$ cat src/hw/rtl/irpd_pkg.sv
// Package of the pulse-distance infrared frame transmitter.
// Holds the item, command and timing types shared by all modules; no dependencies.
package irpd_pkg;

    localparam int DUR_W     = 20;
    localparam int CFG_IDX_W = 3;
    localparam int Q_DEPTH   = 4;
    localparam int Q_PTR_W   = 2;
    localparam int Q_CNT_W   = 3;

    localparam logic [CFG_IDX_W-1:0] REG_MARK        = 3'd0;
    localparam logic [CFG_IDX_W-1:0] REG_ZERO_SPACE  = 3'd1;
    localparam logic [CFG_IDX_W-1:0] REG_ONE_SPACE   = 3'd2;
    localparam logic [CFG_IDX_W-1:0] REG_START_MARK  = 3'd3;
    localparam logic [CFG_IDX_W-1:0] REG_START_SPACE = 3'd4;
    localparam logic [CFG_IDX_W-1:0] REG_PRE_GAP     = 3'd5;
    localparam logic [CFG_IDX_W-1:0] REG_BLOCK_GAP   = 3'd6;

    typedef struct packed {
        logic [7:0] data_byte;
        logic       first_in_block;
        logic       last_in_block;
        logic       first_in_message;
        logic       last_in_message;
    } in_item_t;

    typedef struct packed {
        logic             carrier_on;
        logic [DUR_W-1:0] duration_us;
        logic             last_segment;
    } out_item_t;

    typedef struct packed {
        logic [7:0] data_byte;
        logic [7:0] checksum;
        logic       first_in_block;
        logic       last_in_block;
        logic       first_in_message;
        logic       last_in_message;
    } cmd_t;

    typedef struct packed {
        logic [DUR_W-1:0] mark_time;
        logic [DUR_W-1:0] zero_space_time;
        logic [DUR_W-1:0] one_space_time;
        logic [DUR_W-1:0] start_mark_time;
        logic [DUR_W-1:0] start_space_time;
        logic [DUR_W-1:0] preamble_gap_time;
        logic [DUR_W-1:0] block_gap_time;
    } timing_t;

    typedef enum logic [3:0] {
        PH_IDLE,
        PH_PRE_BITS,
        PH_PRE_MARK,
        PH_PRE_GAP,
        PH_START_MARK,
        PH_START_SPACE,
        PH_DATA,
        PH_SUM,
        PH_TRAIL,
        PH_GAP
    } phase_t;

endpackage

$ cat src/hw/rtl/ir_pulse_distance_frame_tx_core.sv
// Pulse-distance infrared frame transmitter: timing registers, front end, queue, sequencer.
// Depends on irpd_pkg, irpd_front, irpd_queue and irpd_back.
//
// Each accepted item (one payload byte with its block and message flags) is turned
// into a list of carrier mark and space segments, one segment leaving per clock cycle
// while the output is not stalled. A plain data byte gives 16 segments; block start
// adds 2, block end adds 17 (checksum byte and trailer) plus 1 for the gap between
// blocks, and message start adds 2 * PREAMBLE_ZEROS + 2. An item therefore gives 16
// to 48 segments with the default preamble; the segment sequencer sets throughput.
// A four-entry command queue lets new items be taken while earlier ones are still
// being sent, and the next command starts in the cycle after the last segment of the
// previous one. The user must write the timing registers through the write port only
// while idle, which the block does not enforce; writes to unused indices are ignored.
module ir_pulse_distance_frame_tx_core
    import irpd_pkg::*;
#(
    parameter int PREAMBLE_ZEROS = 5
)
(
    input  logic                 clk,
    input  logic                 rst_n,
    input  logic                 cfg_we,
    input  logic [CFG_IDX_W-1:0] cfg_index,
    input  logic [DUR_W-1:0]     cfg_data,
    input  logic                 in_valid,
    output logic                 in_stall,
    input  in_item_t             in_data,
    output logic                 out_valid,
    input  logic                 out_stall,
    output out_item_t            out_data
);

    timing_t timing_reg;
    logic    q_full;
    logic    q_not_empty;
    logic    push;
    logic    pop;
    cmd_t    push_cmd;
    cmd_t    q_head;

    always_ff @(posedge clk or negedge rst_n)
    begin
        if (!rst_n)
        begin
            timing_reg.mark_time         <= DUR_W'(430);
            timing_reg.zero_space_time   <= DUR_W'(420);
            timing_reg.one_space_time    <= DUR_W'(1320);
            timing_reg.start_mark_time   <= DUR_W'(3440);
            timing_reg.start_space_time  <= DUR_W'(1720);
            timing_reg.preamble_gap_time <= DUR_W'(26000);
            timing_reg.block_gap_time    <= DUR_W'(35000);
        end
        else if (cfg_we)
        begin
            case (cfg_index)
                REG_MARK:        timing_reg.mark_time         <= cfg_data;
                REG_ZERO_SPACE:  timing_reg.zero_space_time   <= cfg_data;
                REG_ONE_SPACE:   timing_reg.one_space_time    <= cfg_data;
                REG_START_MARK:  timing_reg.start_mark_time   <= cfg_data;
                REG_START_SPACE: timing_reg.start_space_time  <= cfg_data;
                REG_PRE_GAP:     timing_reg.preamble_gap_time <= cfg_data;
                REG_BLOCK_GAP:   timing_reg.block_gap_time    <= cfg_data;
                default:
                begin
                end
            endcase
        end
    end

    irpd_front u_front (
        .clk      (clk),
        .rst_n    (rst_n),
        .in_valid (in_valid),
        .in_stall (in_stall),
        .in_data  (in_data),
        .q_full   (q_full),
        .push     (push),
        .push_cmd (push_cmd)
    );

    irpd_queue u_queue (
        .clk       (clk),
        .rst_n     (rst_n),
        .push      (push),
        .push_cmd  (push_cmd),
        .pop       (pop),
        .full      (q_full),
        .not_empty (q_not_empty),
        .head      (q_head)
    );

    irpd_back #(
        .PREAMBLE_ZEROS (PREAMBLE_ZEROS)
    ) u_back (
        .clk         (clk),
        .rst_n       (rst_n),
        .timing      (timing_reg),
        .q_not_empty (q_not_empty),
        .q_head      (q_head),
        .pop         (pop),
        .out_valid   (out_valid),
        .out_stall   (out_stall),
        .out_data    (out_data)
    );

endmodule

$ cat src/hw/rtl/irpd_front.sv
// Front end: accepts input items, keeps the running block sum and builds commands.
// Depends on irpd_pkg.
module irpd_front
    import irpd_pkg::*;
(
    input  logic     clk,
    input  logic     rst_n,
    input  logic     in_valid,
    output logic     in_stall,
    input  in_item_t in_data,
    input  logic     q_full,
    output logic     push,
    output cmd_t     push_cmd
);

    logic [7:0] sum_reg;
    logic [7:0] sum_next;

    assign in_stall = q_full;
    assign push     = in_valid && !q_full;
    assign sum_next = (in_data.first_in_block ? 8'd0 : sum_reg) + in_data.data_byte;

    always_comb
    begin
        push_cmd.data_byte        = in_data.data_byte;
        push_cmd.checksum         = sum_next;
        push_cmd.first_in_block   = in_data.first_in_block;
        push_cmd.last_in_block    = in_data.last_in_block;
        push_cmd.first_in_message = in_data.first_in_message;
        push_cmd.last_in_message  = in_data.last_in_message;
    end

    always_ff @(posedge clk or negedge rst_n)
    begin
        if (!rst_n)
        begin
            sum_reg <= 8'd0;
        end
        else if (push)
        begin
            sum_reg <= sum_next;
        end
    end

endmodule

$ cat src/hw/rtl/irpd_queue.sv
// Short command queue between the front end and the segment sequencer.
// Depends on irpd_pkg.
module irpd_queue
    import irpd_pkg::*;
(
    input  logic clk,
    input  logic rst_n,
    input  logic push,
    input  cmd_t push_cmd,
    input  logic pop,
    output logic full,
    output logic not_empty,
    output cmd_t head
);

    cmd_t               mem [Q_DEPTH];
    logic [Q_PTR_W-1:0] wr_ptr_reg;
    logic [Q_PTR_W-1:0] rd_ptr_reg;
    logic [Q_CNT_W-1:0] count_reg;

    assign full      = (count_reg == Q_CNT_W'(Q_DEPTH));
    assign not_empty = (count_reg != '0);
    assign head      = mem[rd_ptr_reg];

    always_ff @(posedge clk)
    begin
        if (push)
        begin
            mem[wr_ptr_reg] <= push_cmd;
        end
    end

    always_ff @(posedge clk or negedge rst_n)
    begin
        if (!rst_n)
        begin
            wr_ptr_reg <= '0;
            rd_ptr_reg <= '0;
            count_reg  <= '0;
        end
        else
        begin
            if (push)
            begin
                wr_ptr_reg <= wr_ptr_reg + 1'b1;
            end
            if (pop)
            begin
                rd_ptr_reg <= rd_ptr_reg + 1'b1;
            end
            if (push && !pop)
            begin
                count_reg <= count_reg + 1'b1;
            end
            else if (pop && !push)
            begin
                count_reg <= count_reg - 1'b1;
            end
        end
    end

endmodule

$ cat src/hw/rtl/irpd_back.sv
// Segment sequencer: walks the sections of each command and emits one segment a cycle while the output is not stalled.
// Depends on irpd_pkg; takes commands from irpd_queue.
module irpd_back
    import irpd_pkg::*;
#(
    parameter int PREAMBLE_ZEROS = 5
)
(
    input  logic      clk,
    input  logic      rst_n,
    input  timing_t   timing,
    input  logic      q_not_empty,
    input  cmd_t      q_head,
    output logic      pop,
    output logic      out_valid,
    input  logic      out_stall,
    output out_item_t out_data
);

    localparam int PRE_SEGS = 2 * PREAMBLE_ZEROS;
    localparam int CNT_W    = (PRE_SEGS > 16) ? $clog2(PRE_SEGS) : 4;

    phase_t           phase_reg;
    phase_t           phase_next;
    logic [CNT_W-1:0] cnt_reg;
    logic [CNT_W-1:0] cnt_next;
    cmd_t             cmd_reg;
    cmd_t             cmd_next;
    logic             out_valid_reg;
    logic             out_valid_next;
    out_item_t        out_data_reg;
    out_item_t        out_data_next;

    logic             advance;
    logic             emit;
    logic             seg_on;
    logic [DUR_W-1:0] seg_dur;
    logic             section_end;
    phase_t           successor;
    logic             data_bit;
    logic             cmd_done;

    function automatic phase_t entry_phase(input cmd_t c);
        phase_t p;
        if (c.first_in_message)
        begin
            p = (PRE_SEGS > 0) ? PH_PRE_BITS : PH_PRE_MARK;
        end
        else if (c.first_in_block)
        begin
            p = PH_START_MARK;
        end
        else
        begin
            p = PH_DATA;
        end
        return p;
    endfunction

    assign advance   = !out_valid_reg || !out_stall;
    assign emit      = advance && (phase_reg != PH_IDLE);
    assign cmd_done  = emit && section_end && (successor == PH_IDLE);
    assign pop       = q_not_empty && ((phase_reg == PH_IDLE) || cmd_done);
    assign out_valid = out_valid_reg;
    assign out_data  = out_data_reg;

    always_comb
    begin
        seg_on      = 1'b0;
        seg_dur     = '0;
        section_end = 1'b1;
        successor   = PH_IDLE;
        data_bit    = (phase_reg == PH_SUM) ? cmd_reg.checksum[cnt_reg[3:1]]
                                            : cmd_reg.data_byte[cnt_reg[3:1]];
        case (phase_reg)
            PH_PRE_BITS:
            begin
                seg_on      = !cnt_reg[0];
                seg_dur     = cnt_reg[0] ? timing.zero_space_time : timing.mark_time;
                section_end = (cnt_reg == CNT_W'(PRE_SEGS - 1));
                successor   = PH_PRE_MARK;
            end
            PH_PRE_MARK:
            begin
                seg_on    = 1'b1;
                seg_dur   = timing.mark_time;
                successor = PH_PRE_GAP;
            end
            PH_PRE_GAP:
            begin
                seg_dur   = timing.preamble_gap_time;
                successor = cmd_reg.first_in_block ? PH_START_MARK : PH_DATA;
            end
            PH_START_MARK:
            begin
                seg_on    = 1'b1;
                seg_dur   = timing.start_mark_time;
                successor = PH_START_SPACE;
            end
            PH_START_SPACE:
            begin
                seg_dur   = timing.start_space_time;
                successor = PH_DATA;
            end
            PH_DATA, PH_SUM:
            begin
                seg_on      = !cnt_reg[0];
                seg_dur     = !cnt_reg[0] ? timing.mark_time :
                              data_bit    ? timing.one_space_time : timing.zero_space_time;
                section_end = (cnt_reg == CNT_W'(15));
                if (phase_reg == PH_SUM)
                begin
                    successor = PH_TRAIL;
                end
                else
                begin
                    successor = cmd_reg.last_in_block ? PH_SUM : PH_IDLE;
                end
            end
            PH_TRAIL:
            begin
                seg_on    = 1'b1;
                seg_dur   = timing.mark_time;
                successor = cmd_reg.last_in_message ? PH_IDLE : PH_GAP;
            end
            PH_GAP:
            begin
                seg_dur   = timing.block_gap_time;
                successor = PH_IDLE;
            end
            default:
            begin
                section_end = 1'b0;
            end
        endcase
    end

    always_comb
    begin
        phase_next     = phase_reg;
        cnt_next       = cnt_reg;
        cmd_next       = cmd_reg;
        out_valid_next = out_valid_reg;
        out_data_next  = out_data_reg;
        if (advance)
        begin
            out_valid_next = emit;
            out_data_next.carrier_on   = seg_on;
            out_data_next.duration_us  = seg_dur;
            out_data_next.last_segment = cmd_done;
        end
        if (emit)
        begin
            if (section_end)
            begin
                phase_next = successor;
                cnt_next   = '0;
            end
            else
            begin
                cnt_next = cnt_reg + 1'b1;
            end
        end
        if (pop)
        begin
            phase_next = entry_phase(q_head);
            cnt_next   = '0;
            cmd_next   = q_head;
        end
    end

    always_ff @(posedge clk or negedge rst_n)
    begin
        if (!rst_n)
        begin
            phase_reg     <= PH_IDLE;
            cnt_reg       <= '0;
            out_valid_reg <= 1'b0;
        end
        else
        begin
            phase_reg     <= phase_next;
            cnt_reg       <= cnt_next;
            out_valid_reg <= out_valid_next;
        end
    end

    always_ff @(posedge clk)
    begin
        cmd_reg      <= cmd_next;
        out_data_reg <= out_data_next;
    end

endmodule

$ cat config.mk
export PLATFORM = sky130hd
export DESIGN_NAME = ir_pulse_distance_frame_tx_core
export DESIGN_NICKNAME = d
export VERILOG_FILES = /design/src/hw/rtl/irpd_pkg.sv /design/src/hw/rtl/ir_pulse_distance_frame_tx_core.sv /design/src/hw/rtl/irpd_front.sv /design/src/hw/rtl/irpd_queue.sv /design/src/hw/rtl/irpd_back.sv
export SDC_FILE = /design/constraint.sdc
export NUM_CORES = 1
export LEC_CHECK = 0
export CORE_MARGIN = 3
export CORE_UTILIZATION = 35
export DETAILED_ROUTE_END_ITERATION = 8
export DONT_BUFFER_PORTS = 1
export GPL_TIMING_DRIVEN = 0
export MAX_ROUTING_LAYER = met4
export SLEW_MARGIN = 0
export SYNTH_ARGS = -nofsm -noshare
export SYNTH_HDL_FRONTEND = slang
export SYNTH_SLANG_ARGS = --single-unit
$ cat constraint.sdc
create_clock -name clk -period 3.3 [get_ports clk]
set_input_delay 0.66 -clock clk [delete_from_list [all_inputs] [get_ports clk]]
set_output_delay 0.66 -clock clk [all_outputs]
set_load 0.05 [all_outputs]
==> metrics <==
worst-path cell chain buf_2, nand3_1, o221a_2, a221oi_4, a21o_1, buf_6, inv_1, ha_1, inv_1, fa_1, mux2_2; I/O Buffers 0; worst setup path class flip-flop to flip-flop; first-pass GRT wire length approximately 45000 microns; FILL cells 3174; Ys Warns 0; FFs w/ async S/R, synth 0.575; Synth area leader edfxtp_1; Post-Layout Cell Count about 1300; CP peak stage delay 0.41 ns; postcts setup bufs 0; switching power total 4250 uW; fmax 0.328 GHz; Setup Skew 0.0121 ns; final RePlAce weighted congestion approximately 0.77; Die X between 150 and 200 microns; period utilization 0.925; failing checks negative hold slack; cell count after synthesis 831; status finished with violations; register area between 7000 and 8000 sq um; # IOs 64; main combinational cell family by area after synthesis multiplexers; ant diodes 0; final wirelength between 20000 and 30000 microns; DP HPWL ~17000 microns; Setup TNS 0 ns; number of global-route vias before repair 7450; vias per cell ~5.3; Final setup viols 0; # H-tree levels 1; internal reg-to-reg setup slack 0.25 ns; area of the multi-input gates 4380 sq um; Clk Latency, worst-skew pair 0.56 ns; share of cells above drive strength 1 0.321; P_leak about 0.0053 uW; Hold Crit Class input pin to asynchronous set/reset pin; MaxCap Viol Count 0; hold slack final -0.186 ns; 1st-pass router iterations 7; CTS Sinks 285; Num CTS Buffers 31; Worst EP arrival between 3 and 4 ns; CTS tree built; ys flop type dfrtp_1; pre-CTS setup slack -0.644 ns; Synth Area in Simple Gates 0.0520; multiplexer share of the synthesized area 0.209; Fin. Hold Viols 140; setup ws final 0.249 ns; Crit Path Max Fanout 28; vias 7171; Clock Pin Slew Worst Setup and Hold Paths 0.06 ns; placed insts around 1300; RSZ-0062 raised after global routing false; syn_area_per_cell about 15 sq um; pwr/cell area roughly 900 nW/um^2; combinational share of power 0.277; max reg flops 140; clock power share 0.257; top post-synthesis cells by area edfxtp_1 29%, dfrtp_1 25%, mux2_2 15%; clk buf depth 3; GRT overflow 0; syn_nets 886; Slowest-stage cell, CP fa_1; P_int between 8000 and 9000 uW; Max VDD drop 510 uV; cell mode on critical path inv_1; Tot GR Track Use 0.155; Core Area 34800 sq um; Seq pwr share 0.466; element type at the critical path end flip-flop; sw frac 0.335; Starting Density 0.357; Netlist cell types 51; area grow syn2layout 12.5%; top cell type's share of synthesized area 0.292; row cnt 68; Max Slew Vio Count 0; Post-Synth XOR/XNOR Area 0.00845; residual DRC count 0; Period minus WS final 3.05 ns; Die Area around 38000 sq um; root buffer cell clkbuf_16; initial antenna violation count 0; Worst-Margin Slew ~1.2 ns; relative slew slack 0.197; startpoint types flip-flop; Synth Cell Area 12400 sq um; Yosys reg bits 285; post-synthesis sequential area ratio 0.626; fin nets approximately 920; Die H just under 200 microns; Post-Synth Adder-Cell Area 0.0163; count leader, synth mux2_2; Detail Route Antenna Nets 0; largest net degree at the start of global routing 165; Synth top cells by count 162 x mux2_2, 126 x dfrtp_1, 121 x edfxtp_1; Worst EP required ~3.7 ns; drt initial violations 577; Post-synth EDFFs 121; routed length per instance between 20 and 25 microns; compound-gate portion of the synthesized area 0.0656
through the flow:
stage	area, sq um	utilization	hold slack (ns)	power (uW)
floorplan	12400	-	0.364	8480
global placement	13000	0.374	0.384	9440
detailed placement	13000	0.374	0.384	9530
CTS	14000	0.402	-0.214	12800
global route	14000	0.402	-0.221	13400
finish	14000	0.402	-0.186	12700
power by group through the flow:
stage / clock (uW) / combinational, uW / sequential, uW
global placement: 0 / 3480 / 5960
finish: 3260 / 3520 / 5930
detailed placement: 0 / 3540 / 6000
CTS: 3340 / 3550 / 5940
floorplan: 0 / 2640 / 5840
global route: 3490 / 3910 / 6040
logic make-up (layout without fill, tap and decap cells):
| kind of cell | after synthesis | count (layout) |
|---|---|---|
| compound gates | 119 | 119 |
| xor+xnor | 12 | 12 |
| fa+ha+maj | 15 | 15 |
| buf+inv | 61 | 119 |
| flops | 285 | 285 |
| mux | 208 | 208 |
| simple gates | 131 | 131 |
timing repair:
action,4_1_cts,5_1_grt
hold endpoints to repair,164,152
gates resized for setup,3,1
setup endpoints to repair,3,1
worst max-delay path: cells and delay by family, from the launching register on:
family	cells	cell delay, ns
adder cells (fa/ha/maj)	2	0.62
AND/OR/NAND/NOR	1	0.15
AO/OA/AOI/OAI	3	0.81
multiplexers	1	0.27
buffers and inverters	4	0.73
flip-flops	1	0.34
path summary, 6_finish.rpt:
| check | startpoint | to | depth (start not counted) |
|---|---|---|---|
| worst max-delay path | u_back.cnt_reg[0]$_DFFE_PN0P_ | u_queue.count_reg[1]$_DFFE_PN0P_ | 11 |
| worst min-delay path | rst_n | timing_reg[86]$_DFFE_PN0P_ | 0 |
| worst max register to register | u_back.cnt_reg[0]$_DFFE_PN0P_ | u_queue.count_reg[1]$_DFFE_PN0P_ | 11 |
| worst min register to register | u_front.sum_reg[4]$_DFFE_PN0P_ | u_front.sum_reg[4]$_DFFE_PN0P_ | 2 |
| max in group asynchronous | rst_n | timing_reg[34]$_DFFE_PN1P_ | 0 |
| min in group clk | in_data[2] | u_queue.mem[2][2]$_DFFE_PP_ | 0 |
layer usage:
metal | global-route usage | part of all wire | up-vias
li1 | - | - | 3215
met1 | 0.202 | 0.44 | 3727
met2 | 0.244 | 0.48 | 180
met3 | 0.0350 | 0.057 | 49
met4 | 0.0431 | 0.027 | 0
met5 | - | 0 | -
layout by cell type, fill, tap and decap left out, types with 13 or more instances in the layout:
cell / count
a22oi_1: 20
nand2b_1: 14
a222oi_1: 20
a21oi_1: 30
mux2_2: 162
clkbuf_1: 47
nand2_1: 51
o21ai_1: 20
mux2i_1: 21
clkbuf_16: 31
dfrtp_1: 126
mux4_2: 25
nor2_1: 20
edfxtp_1: 121
dfstp_2: 38
ha_1: 13
area by class of cell:
| cell class | count | area share |
|---|---|---|
| buffer | 50 | 0.0176 |
| tap | 455 | 0.0407 |
| inverter | 11 | 0.00295 |
| multi-input combinational | 485 | 0.313 |
| sequential | 285 | 0.557 |
| clock buffer | 47 | 0.0626 |
| clock inverter | 11 | 0.00608 |
(Power assumes the default switching activity.)
